**src/hdl/spd_pkg.sv**
```systemverilog
// shared constants, types and state codes for the spectrum peak detector
`timescale 1ns / 1ps
`default_nettype none
package spd_pkg;

  localparam int MAX_NFFT         = 1024;
  localparam int SAMPLE_WIDTH_DEF = 16;

  // effective transform length is clamped into NFFT_LOG2_LO .. NFFT_LOG2_HI
  localparam int NFFT_LOG2_LO     = 3;
  localparam int NFFT_LOG2_HI_RAW = $clog2(MAX_NFFT + 1) - 1;
  localparam int NFFT_LOG2_HI     = (NFFT_LOG2_HI_RAW < NFFT_LOG2_LO) ?
                                    NFFT_LOG2_LO : NFFT_LOG2_HI_RAW;
  localparam int LG_W             = 5;

  localparam int BIN_CNT_W   = 10;
  localparam int BIN_CNT_MAX = 1023;
  localparam int BIN_W       = 9;
  localparam int SEARCH_CAP  = 512;
  localparam int SEARCH_CAP_LOG2 = 10;
  localparam int FREQ_W      = 18;
  localparam int MAG_W       = 16;
  localparam int MAG_MAX     = 65535;
  localparam int RECIP_W     = 16;
  localparam int FPROD_W     = BIN_W + FREQ_W;

  localparam int OUT_FIELDS_W = BIN_W + FREQ_W + MAG_W;
  localparam int OUT_DATA_W   = ((OUT_FIELDS_W + 7) / 8) * 8;

  localparam int QUEUE_DEPTH = 4;

  localparam int CFG_INDEX_W = 3;
  localparam int CFG_DATA_W  = 18;

  typedef enum logic [CFG_INDEX_W-1:0] {
    REG_NFFT_LOG2   = 3'd0,
    REG_SAMPLE_RATE = 3'd1,
    REG_START_BIN   = 3'd2,
    REG_SCALE_RECIP = 3'd3,
    REG_MIN_STEP    = 3'd4
  } cfg_reg_t;

  typedef struct packed {
    logic [3:0]         nfft_log2;
    logic [FREQ_W-1:0]  sample_rate_hz;
    logic [BIN_W-1:0]   start_bin;
    logic [RECIP_W-1:0] scale_recip;
    logic [MAG_W-1:0]   min_step;
  } cfg_t;

  typedef enum logic [2:0] {
    ST_IDLE,
    ST_SQRT,
    ST_SCALE,
    ST_UPDATE,
    ST_FREQ,
    ST_OUT
  } back_state_t;

endpackage
`default_nettype wire

```
**src/hdl/spectrum_peak_detector.sv**
```systemverilog
// Spectrum peak detector: finds the strongest FFT bin in the searched range of each frame.
// Bins of one frame enter on the s_axis channel in bin order, real part in
// the low half of tdata, imaginary part above it, tlast on the final bin.
// One result beat per frame leaves on m_axis after the final bin: peak bin,
// its frequency in Hz and its scaled magnitude. Registers are written on the
// cfg channel (always ready) and should only change between frames.
// The front end squares and sums the bin in a registered pipeline and writes
// it to a four-entry queue; it takes a beat every cycle until that fills.
// The back end works on one bin at a time (pop, one square root bit per
// cycle, scale multiply, peak update) and pops the next bin only after the
// peak update of the last, so the bit-serial square root sets the pace.
// The final bin is followed by the frequency multiply and the output load.
// The result sits in an output register: a stalled receiver does not stop
// bins of the next frame, only a second result waits for the first to go.
// Synchronous reset empties the queue, clears the peak state and restores
// the default register values.
`timescale 1ns / 1ps
`default_nettype none
module spectrum_peak_detector #(
  parameter int SAMPLE_WIDTH = spd_pkg::SAMPLE_WIDTH_DEF
) (
  input  logic                                       clk,
  input  logic                                       rst,
  input  logic                                       s_axis_tvalid,
  output logic                                       s_axis_tready,
  // bin_real, bin_imag, zero fill to whole bytes
  input  logic [((2*SAMPLE_WIDTH+7)/8)*8-1:0]        s_axis_tdata,
  input  logic                                       s_axis_tlast,
  output logic                                       m_axis_tvalid,
  input  logic                                       m_axis_tready,
  // peak_bin, peak_freq_hz, peak_magnitude, zero fill to whole bytes
  output logic [spd_pkg::OUT_DATA_W-1:0]             m_axis_tdata,
  input  logic                                       cfg_valid,
  output logic                                       cfg_ready,
  input  logic [spd_pkg::CFG_INDEX_W-1:0]            cfg_index,
  input  logic [spd_pkg::CFG_DATA_W-1:0]             cfg_data
);
  import spd_pkg::*;

  localparam int SW    = SAMPLE_WIDTH;
  localparam int SUM_W = 2 * SW;
  localparam int Q_W   = SUM_W + 1;

  cfg_t               cfg;
  logic               push;
  logic               full;
  logic [SUM_W-1:0]   sum_sq;
  logic               sum_last;
  logic [Q_W-1:0]     q_dout;
  logic               q_empty;
  logic               q_pop;
  logic [BIN_W-1:0]   peak_bin;
  logic [FREQ_W-1:0]  peak_freq_hz;
  logic [MAG_W-1:0]   peak_magnitude;

  assign cfg_ready = 1'b1;

  always_ff @(posedge clk) begin
    if (rst) begin
      cfg.nfft_log2      <= 4'd10;
      cfg.sample_rate_hz <= FREQ_W'(8000);
      cfg.start_bin      <= '0;
      cfg.scale_recip    <= RECIP_W'(65535);
      cfg.min_step       <= '0;
    end else if (cfg_valid && cfg_ready) begin
      case (cfg_index)
        REG_NFFT_LOG2:   cfg.nfft_log2      <= cfg_data[3:0];
        REG_SAMPLE_RATE: cfg.sample_rate_hz <= cfg_data[FREQ_W-1:0];
        REG_START_BIN:   cfg.start_bin      <= cfg_data[BIN_W-1:0];
        REG_SCALE_RECIP: cfg.scale_recip    <= cfg_data[RECIP_W-1:0];
        REG_MIN_STEP:    cfg.min_step       <= cfg_data[MAG_W-1:0];
        default: begin
        end
      endcase
    end
  end

  spd_front #(
    .SAMPLE_WIDTH (SW)
  ) u_front (
    .clk      (clk),
    .rst      (rst),
    .in_valid (s_axis_tvalid),
    .in_ready (s_axis_tready),
    .bin_real (s_axis_tdata[SW-1:0]),
    .bin_imag (s_axis_tdata[2*SW-1:SW]),
    .last_bin (s_axis_tlast),
    .push     (push),
    .full     (full),
    .sum_sq   (sum_sq),
    .sum_last (sum_last)
  );

  spd_queue #(
    .WIDTH (Q_W),
    .DEPTH (QUEUE_DEPTH)
  ) u_queue (
    .clk   (clk),
    .rst   (rst),
    .push  (push),
    .din   ({sum_last, sum_sq}),
    .full  (full),
    .pop   (q_pop),
    .dout  (q_dout),
    .empty (q_empty)
  );

  spd_back #(
    .SAMPLE_WIDTH (SW)
  ) u_back (
    .clk            (clk),
    .rst            (rst),
    .cfg            (cfg),
    .q_empty        (q_empty),
    .q_sum          (q_dout[SUM_W-1:0]),
    .q_last         (q_dout[SUM_W]),
    .q_pop          (q_pop),
    .out_valid      (m_axis_tvalid),
    .out_ready      (m_axis_tready),
    .peak_bin       (peak_bin),
    .peak_freq_hz   (peak_freq_hz),
    .peak_magnitude (peak_magnitude)
  );

  assign m_axis_tdata = {{(OUT_DATA_W - OUT_FIELDS_W){1'b0}},
                         peak_magnitude, peak_freq_hz, peak_bin};

endmodule
`default_nettype wire

```
**src/hdl/spd_front.sv**
```systemverilog
// front end: takes bins, forms |re|^2 + |im|^2 and hands it to the queue
`timescale 1ns / 1ps
`default_nettype none
module spd_front #(
  parameter int SAMPLE_WIDTH = spd_pkg::SAMPLE_WIDTH_DEF
) (
  input  logic                          clk,
  input  logic                          rst,
  input  logic                          in_valid,
  output logic                          in_ready,
  input  logic [SAMPLE_WIDTH-1:0]       bin_real,
  input  logic [SAMPLE_WIDTH-1:0]       bin_imag,
  input  logic                          last_bin,
  output logic                          push,
  input  logic                          full,
  output logic [2*SAMPLE_WIDTH-1:0]     sum_sq,
  output logic                          sum_last
);
  import spd_pkg::*;

  localparam int SW    = SAMPLE_WIDTH;
  localparam int SQ_W  = 2 * SW - 1;
  localparam int SUM_W = 2 * SW;

  logic              en;
  logic [SW-1:0]     abs_re;
  logic [SW-1:0]     abs_im;
  logic              s1_valid;
  logic [SW-1:0]     s1_abs_re;
  logic [SW-1:0]     s1_abs_im;
  logic              s1_last;
  logic [SUM_W-1:0]  ext_re;
  logic [SUM_W-1:0]  ext_im;
  logic [SUM_W-1:0]  prod_re;
  logic [SUM_W-1:0]  prod_im;
  logic              s2_valid;
  logic [SQ_W-1:0]   s2_sq_re;
  logic [SQ_W-1:0]   s2_sq_im;
  logic              s2_last;

  // whole pipeline holds only when a finished sum cannot enter the queue
  assign en       = !(s2_valid && full);
  assign in_ready = en;
  assign push     = s2_valid && !full;

  assign abs_re = bin_real[SW-1] ? (~bin_real + SW'(1)) : bin_real;
  assign abs_im = bin_imag[SW-1] ? (~bin_imag + SW'(1)) : bin_imag;

  assign ext_re  = {{SW{1'b0}}, s1_abs_re};
  assign ext_im  = {{SW{1'b0}}, s1_abs_im};
  assign prod_re = ext_re * ext_re;
  assign prod_im = ext_im * ext_im;

  assign sum_sq   = {1'b0, s2_sq_re} + {1'b0, s2_sq_im};
  assign sum_last = s2_last;

  always_ff @(posedge clk) begin
    if (rst) begin
      s1_valid <= 1'b0;
      s2_valid <= 1'b0;
    end else if (en) begin
      s1_valid <= in_valid;
      s2_valid <= s1_valid;
    end
  end

  always_ff @(posedge clk) begin
    if (en) begin
      s1_abs_re <= abs_re;
      s1_abs_im <= abs_im;
      s1_last   <= last_bin;
      s2_sq_re  <= prod_re[SQ_W-1:0];
      s2_sq_im  <= prod_im[SQ_W-1:0];
      s2_last   <= s1_last;
    end
  end

endmodule
`default_nettype wire

```
**src/hdl/spd_queue.sv**
```systemverilog
// small register queue between front and back end
`timescale 1ns / 1ps
`default_nettype none
module spd_queue #(
  parameter int WIDTH = 33,
  parameter int DEPTH = spd_pkg::QUEUE_DEPTH
) (
  input  logic             clk,
  input  logic             rst,
  input  logic             push,
  input  logic [WIDTH-1:0] din,
  output logic             full,
  input  logic             pop,
  output logic [WIDTH-1:0] dout,
  output logic             empty
);
  import spd_pkg::*;

  localparam int PTR_W = (DEPTH > 1) ? $clog2(DEPTH) : 1;
  localparam int CNT_W = $clog2(DEPTH + 1);

  logic [WIDTH-1:0] slots [DEPTH];
  logic [PTR_W-1:0] wr_ptr;
  logic [PTR_W-1:0] rd_ptr;
  logic [CNT_W-1:0] count;
  logic             do_push;
  logic             do_pop;

  assign full    = (count == CNT_W'(DEPTH));
  assign empty   = (count == '0);
  assign do_push = push && !full;
  assign do_pop  = pop && !empty;
  assign dout    = slots[rd_ptr];

  always_ff @(posedge clk) begin
    if (rst) begin
      wr_ptr <= '0;
      rd_ptr <= '0;
      count  <= '0;
    end else begin
      if (do_push) begin
        wr_ptr <= (wr_ptr == PTR_W'(DEPTH - 1)) ? '0 : wr_ptr + PTR_W'(1);
      end
      if (do_pop) begin
        rd_ptr <= (rd_ptr == PTR_W'(DEPTH - 1)) ? '0 : rd_ptr + PTR_W'(1);
      end
      if (do_push && !do_pop) begin
        count <= count + CNT_W'(1);
      end else if (do_pop && !do_push) begin
        count <= count - CNT_W'(1);
      end
    end
  end

  always_ff @(posedge clk) begin
    if (do_push) begin
      slots[wr_ptr] <= din;
    end
  end

endmodule
`default_nettype wire

```
**src/hdl/spd_back.sv**
```systemverilog
// back end: bit-serial square root, scaling, peak tracking and result register
`timescale 1ns / 1ps
`default_nettype none
module spd_back #(
  parameter int SAMPLE_WIDTH = spd_pkg::SAMPLE_WIDTH_DEF
) (
  input  logic                            clk,
  input  logic                            rst,
  input  spd_pkg::cfg_t                   cfg,
  input  logic                            q_empty,
  input  logic [2*SAMPLE_WIDTH-1:0]       q_sum,
  input  logic                            q_last,
  output logic                            q_pop,
  output logic                            out_valid,
  input  logic                            out_ready,
  output logic [spd_pkg::BIN_W-1:0]       peak_bin,
  output logic [spd_pkg::FREQ_W-1:0]      peak_freq_hz,
  output logic [spd_pkg::MAG_W-1:0]       peak_magnitude
);
  import spd_pkg::*;

  localparam int SW     = SAMPLE_WIDTH;
  localparam int X_W    = 2 * SW;
  localparam int REM_W  = SW + 1;
  localparam int TRY_W  = SW + 3;
  localparam int STEP_W = (SW > 1) ? $clog2(SW) : 1;
  localparam int PROD_W = SW + RECIP_W;

  back_state_t        state;
  back_state_t        state_next;

  logic [X_W-1:0]     x;
  logic [REM_W-1:0]   rem;
  logic [SW-1:0]      root;
  logic [STEP_W-1:0]  step_cnt;
  logic               cur_last;
  logic [PROD_W-1:0]  prod;
  logic [BIN_CNT_W-1:0] bin_counter;
  logic [MAG_W-1:0]   best_mag;
  logic [BIN_W-1:0]   best_index;
  logic [FPROD_W-1:0] fprod;

  logic [TRY_W-1:0]   rem_t;
  logic [TRY_W-1:0]   trial;
  logic               root_bit;
  logic [TRY_W-1:0]   rem_sub;
  logic               sqrt_done;
  logic               load_out;

  logic [LG_W-1:0]    nfft_ext;
  logic [LG_W-1:0]    lg_eff;
  logic [BIN_CNT_W-1:0] search_end;
  logic [SW-1:0]      scaled_raw;
  logic [MAG_W-1:0]   scaled_mag;
  logic               in_range;
  logic               better;
  logic [FPROD_W-1:0] freq_shift;

  // one root bit per cycle: bring down two radicand bits, try {root,01}
  assign rem_t    = {rem, x[X_W-1 -: 2]};
  assign trial    = {1'b0, root, 2'b01};
  assign root_bit = (rem_t >= trial);
  assign rem_sub  = rem_t - trial;

  // transform length clamp and searched end, capped at the packed bin range
  assign nfft_ext = LG_W'(cfg.nfft_log2);
  always_comb begin
    if (nfft_ext < LG_W'(NFFT_LOG2_LO)) begin
      lg_eff = LG_W'(NFFT_LOG2_LO);
    end else if (nfft_ext > LG_W'(NFFT_LOG2_HI)) begin
      lg_eff = LG_W'(NFFT_LOG2_HI);
    end else begin
      lg_eff = nfft_ext;
    end
  end

  always_comb begin
    if (lg_eff >= LG_W'(SEARCH_CAP_LOG2)) begin
      search_end = BIN_CNT_W'(SEARCH_CAP);
    end else begin
      search_end = BIN_CNT_W'(1) << (lg_eff - LG_W'(1));
    end
  end

  assign scaled_raw = prod[PROD_W-1:RECIP_W];
  assign scaled_mag = ({{RECIP_W{1'b0}}, scaled_raw} > PROD_W'(MAG_MAX)) ?
                      MAG_W'(MAG_MAX) : MAG_W'(scaled_raw);
  assign in_range   = (bin_counter >= {1'b0, cfg.start_bin}) &&
                      (bin_counter < search_end);
  assign better     = ({1'b0, scaled_mag} >
                       ({1'b0, best_mag} + {1'b0, cfg.min_step}));
  assign freq_shift = fprod >> lg_eff;

  // next state
  always_comb begin
    state_next = state;
    unique case (state)
      ST_IDLE:   if (!q_empty) state_next = ST_SQRT;
      ST_SQRT:   if (sqrt_done) state_next = ST_SCALE;
      ST_SCALE:  state_next = ST_UPDATE;
      ST_UPDATE: state_next = cur_last ? ST_FREQ : ST_IDLE;
      ST_FREQ:   state_next = ST_OUT;
      ST_OUT:    if (load_out) state_next = ST_IDLE;
      default:   state_next = ST_IDLE;
    endcase
  end

  // control outputs of the sequencer
  always_comb begin
    q_pop     = 1'b0;
    sqrt_done = 1'b0;
    load_out  = 1'b0;
    unique case (state)
      ST_IDLE:  q_pop     = !q_empty;
      ST_SQRT:  sqrt_done = (step_cnt == STEP_W'(SW - 1));
      ST_OUT:   load_out  = !out_valid || out_ready;
      default: begin
      end
    endcase
  end

  always_ff @(posedge clk) begin
    if (rst) begin
      state       <= ST_IDLE;
      out_valid   <= 1'b0;
      bin_counter <= '0;
      best_mag    <= '0;
      best_index  <= '0;
    end else begin
      state <= state_next;
      if (load_out) begin
        out_valid <= 1'b1;
      end else if (out_ready) begin
        out_valid <= 1'b0;
      end
      if (state == ST_UPDATE) begin
        if (in_range && better) begin
          best_mag   <= scaled_mag;
          best_index <= bin_counter[BIN_W-1:0];
        end
        if (bin_counter != BIN_CNT_W'(BIN_CNT_MAX)) begin
          bin_counter <= bin_counter + BIN_CNT_W'(1);
        end
      end
      if (load_out) begin
        bin_counter <= '0;
        best_mag    <= '0;
        best_index  <= '0;
      end
    end
  end

  always_ff @(posedge clk) begin
    if (q_pop) begin
      x        <= q_sum;
      cur_last <= q_last;
      rem      <= '0;
      root     <= '0;
      step_cnt <= '0;
    end
    if (state == ST_SQRT) begin
      x        <= {x[X_W-3:0], 2'b00};
      rem      <= root_bit ? rem_sub[REM_W-1:0] : rem_t[REM_W-1:0];
      root     <= {root[SW-2:0], root_bit};
      step_cnt <= step_cnt + STEP_W'(1);
    end
    if (state == ST_SCALE) begin
      prod <= {{RECIP_W{1'b0}}, root} * {{SW{1'b0}}, cfg.scale_recip};
    end
    if (state == ST_FREQ) begin
      fprod <= FPROD_W'(best_index) * FPROD_W'(cfg.sample_rate_hz);
    end
    if (load_out) begin
      peak_bin       <= best_index;
      peak_freq_hz   <= freq_shift[FREQ_W-1:0];
      peak_magnitude <= best_mag;
    end
  end

endmodule
`default_nettype wire
```
**config.mk**
```make
export PLATFORM = sky130hd
export DESIGN_NAME = spectrum_peak_detector
export DESIGN_NICKNAME = d
export VERILOG_FILES = /design/src/hdl/spd_pkg.sv /design/src/hdl/spectrum_peak_detector.sv /design/src/hdl/spd_front.sv /design/src/hdl/spd_queue.sv /design/src/hdl/spd_back.sv
export SDC_FILE = /design/constraint.sdc
export NUM_CORES = 2
export LEC_CHECK = 0
export BUFFER_PORTS_ARGS = -buffer_cell sky130_fd_sc_hd__buf_2
export CAP_MARGIN = 20
export CORE_ASPECT_RATIO = 1.2
export CORE_MARGIN = 2
export CORE_UTILIZATION = 49
export CTS_BUF_LIST = sky130_fd_sc_hd__clkbuf_2
export CTS_CLUSTER_DIAMETER = 40
export CTS_CLUSTER_SIZE = 20
export DETAILED_ROUTE_END_ITERATION = 8
export HOLD_SLACK_MARGIN = 0.15
export SLEW_MARGIN = 20
export SYNTH_ARGS = -nofsm -noshare
export SYNTH_HDL_FRONTEND = slang
export SYNTH_SLANG_ARGS = --single-unit
```
**constraint.sdc**
```tcl
create_clock -name clk -period 13.05 [get_ports clk]
set_clock_uncertainty 0.2 [all_clocks]
set_input_delay 2.61 -clock clk [delete_from_list [all_inputs] [get_ports clk]]
set_output_delay 2.61 -clock clk [all_outputs]
set_load 0.02 [all_outputs]
```
==> impl_metrics.toml <==
[worst_setup_path]
critical_path_buf_inv_count = 4
cp.arrival_ns = 7.80
cp_common_cell = "fa_1"
cp-startpoint = "u_front.s1_abs_re[12]"
critPathCaptureType = "register"
reg2reg_from = "u_front.s1_abs_re[12]"
crit_required_ns = 13.75
path_cells = "inv_1 -> nor2_1 -> ha_1 -> xor2_1 -> fa_1 -> inv_1 -> fa_1 -> fa_1 -> fa_1 -> inv_1 -> fa_1 -> inv_1 -> ha_1 -> a21o_1 -> a21o_1 -> o21bai_1 -> o21bai_4 -> o41a_4 -> a2111o_1 -> a21oi_2 -> o21ai_1 -> xor2_1"
critPathMaxFanout = 13
worst_setup_path_start_kind = "register"
critPathSlowestCell = "edfxtp_1"
critPathKind = "register to register"
critPathTopFamily = "adder cells"
cp_slowest_stage_delay_ns = 0.71

[yosys]
ys_seq_elements = 495
yosysSeqAreaShare = 0.279
yosys.area.top_type_share = 0.258
yosys_warnings = 0
synthFlopType = "edfxtp_1"
synth_edf_count = 380
synth_top_cell_by_area = "fa_1"
syn_inst = 4805
synth_async_sr_flop_share = 0
yosys-top-cells-area = "fa_1 (26%), edfxtp_1 (23%), ha_1 (12%), inv_1 (6.6%), dfxtp_1 (4.7%)"
synth_area_um2 = 49100
ys_types = 78
avgSynthCellArea_um2 = 10.2

[place]
hpwlAfterDp_um = 85800
routabilityCongestion = 0.863
io_buffers = 103
place_area_um2 = 50800

[grt]
grt_max_degree = 58
antenna_found_initial = 8
grt-ovfl-total = 0
grt_pass1_vias = 34900
gr-usage-all-layers = 0.225
grt_first_pass_wirelength_um = 183000

[drt]
vias = 32800
avgViaCountPerCell = 5.30
finalWirelength_um = 111000
post-route-drc-count = 0
first_pass_iters = 5
ant_nets = 0
drt_iter0_markers = 1573
wl_per_cell_um = 18.0

[status]
status = "finished, final reports clean"

[floorplanning]
start_util = 0.493
core_um2 = 99600
boundaryPins = 110
die_h_um = 351
rows = 127
die_w_um = 293
dieArea_um2 = 103000

[clock_tree]
h-tree-depth = 3
cts.clk_slew.worst_paths_ns = 0.21
cts_tree = "built"
insertion_delay_ns = 1.25
post_cts.repair.setup_buffers = 0
cts_num_sinks = 495
cts_buffer_depth = 3
cts-buffers-inserted = 76
ctsResizeCount = 0
cts-root-buf = "clkbuf_2"

[sta]
setup_violations = 0
finalSetupTns_ns = 0
slew_headroom = 0.329
slew_violations = 0
timing.final.crit_share = 0.544
hold_viol = 0
min_period_ns = 7.10
grt_setup_unrepaired = "false"
finalHoldWorstSlack_ns = 0.266
fmax_mhz = 141
tightest_slew_ns = 1.01

[cells_and_area]
stdcell_area_um2 = 51800
nets = 5985
final_core_util = 0.520
syn_to_final_growth_pct = 5.40
post_route_cells_drive_above_1_share = 0.0710

[min_path]
hold_class = "register to register"
hold_start = "cfg[35]"

[job]
max-cap-violations = 0
## final timing paths
kind                          endpoint  cells after the start  slack, ns
hold / removal                 cfg[35]                      2       0.27
setup reg to reg  u_front.s2_sq_re[29]                     22       5.95
setup / recovery  u_front.s2_sq_re[29]                     22       5.95
hold reg to reg                cfg[35]                      2       0.27
## placed cells by master, fill, tap and decap left out, drive strengths merged, types with 11 or more instances in the layout
master	instances
a31oi	11
nor2b	40
nand2	584
nand4	11
nand3b	25
o211ai	13
nand2b	26
buf	130
a21oi	188
or3	15
a22o	30
clkbuf	82
mux4	35
ha	455
a211oi	19
clkinv	28
mux2i	72
o21bai	14
or2	19
fa	632
and2	274
a21o	63
edfxtp	380
xor2	60
o31ai	11
xnor2	136
nor2	170
inv	892
and3	20
o21ai	121
o21a	35
nand3	69
nor3	36
dfxtp	115
## cells by family (layout without fill, tap and decap cells)
group | after synthesis | in the layout | synth area share
buf+inv | 1051 | 1143 | 0.0812
flops | 495 | 495 | 0.279
other cells | 2 | 11 | 0.000153
fa+ha+maj | 1087 | 1087 | 0.374
mux | 109 | 109 | 0.0312
xor+xnor | 196 | 196 | 0.0350
simple gates | 1310 | 1310 | 0.127
compound gates | 555 | 555 | 0.0725
## flip-flops by register name, summed over array words and instances (netlist names), 9 cells and up, named ones only
name	count
u_queue.slots	132
cfg	63
u_back.x	32
u_front.s2_sq_im	30
u_front.s2_sq_re	30
u_back.fprod	27
u_back.peak_freq_hz	18
u_back.rem	17
u_back.best_mag	16
u_back.peak_magnitude	16
u_back.prod	16
u_back.root	16
u_front.s1_abs_im	16
u_front.s1_abs_re	16
u_back.bin_counter	10
u_back.best_index	9
u_back.peak_bin	9
## through the flow
step                std cells  setup slack, ns
global placement         6050             6.07
floorplan                4810             6.58
finish                   6196             5.95
global route             6195             5.65
CTS                      6192             5.91
detailed placement       6050             5.97
## area by class of cell
type	count	area, um2
antenna	4	10.0
timing repair buffer	131	728
inverter	871	3270
tap	1290	1610
fill	9116	47900
multi-input combinational	3264	31500
clock buffer	82	410
sequential	495	13700
clock inverter	59	559
## what timing repair did
action	CTS	global route
hold endpoints to repair	1	0
setup endpoints to repair	0	0
hold buffers	1	0
## worst register-to-register path, delay by kind of cell, from the launching register on
| family | cells | cell delay, ns |
|---|---|---|
| flops | 1 | 0.71 |
| fa+ha+maj | 7 | 3.15 |
| buf+inv | 4 | 0.41 |
| compound gates | 8 | 1.72 |
| xor+xnor | 2 | 0.33 |
| simple gates | 1 | 0.25 |
## cells in the mapped netlist (all sizes together), types with 4 or more instances
cell type,n
a211o,6
a211oi,19
a21o,63
a21oi,188
a22o,30
a31o,7
a31oi,11
and2,274
and3,20
and4,5
buf,30
clkbuf,150
dfxtp,115
edfxtp,380
fa,632
ha,455
inv,870
mux2i,72
mux4,35
nand2,584
nand2b,26
nand3,69
nand3b,25
nand4,11
nor2,170
nor2b,40
nor3,36
o2111ai,4
o211ai,13
o21a,35
o21ai,121
o21bai,14
o31ai,11
o41ai,5
or2,19
or3,15
or4,6
xnor2,136
xor2,60
## layer usage
| layer | GRT usage | part of all wire | routed length, um |
|---|---|---|---|
| met1 | 0.267 | 0.41 | 45300 |
| met2 | 0.425 | 0.53 | 59400 |
| met3 | 0.0224 | 0.029 | 3180 |
| met4 | 0.0725 | 0.033 | 3630 |
| met5 | 0 | 0.00024 | 27 |
Power is left out: the tool's default activity adds up to more than one toggle a clock period on the data nets, which glitch-free logic cannot reach.
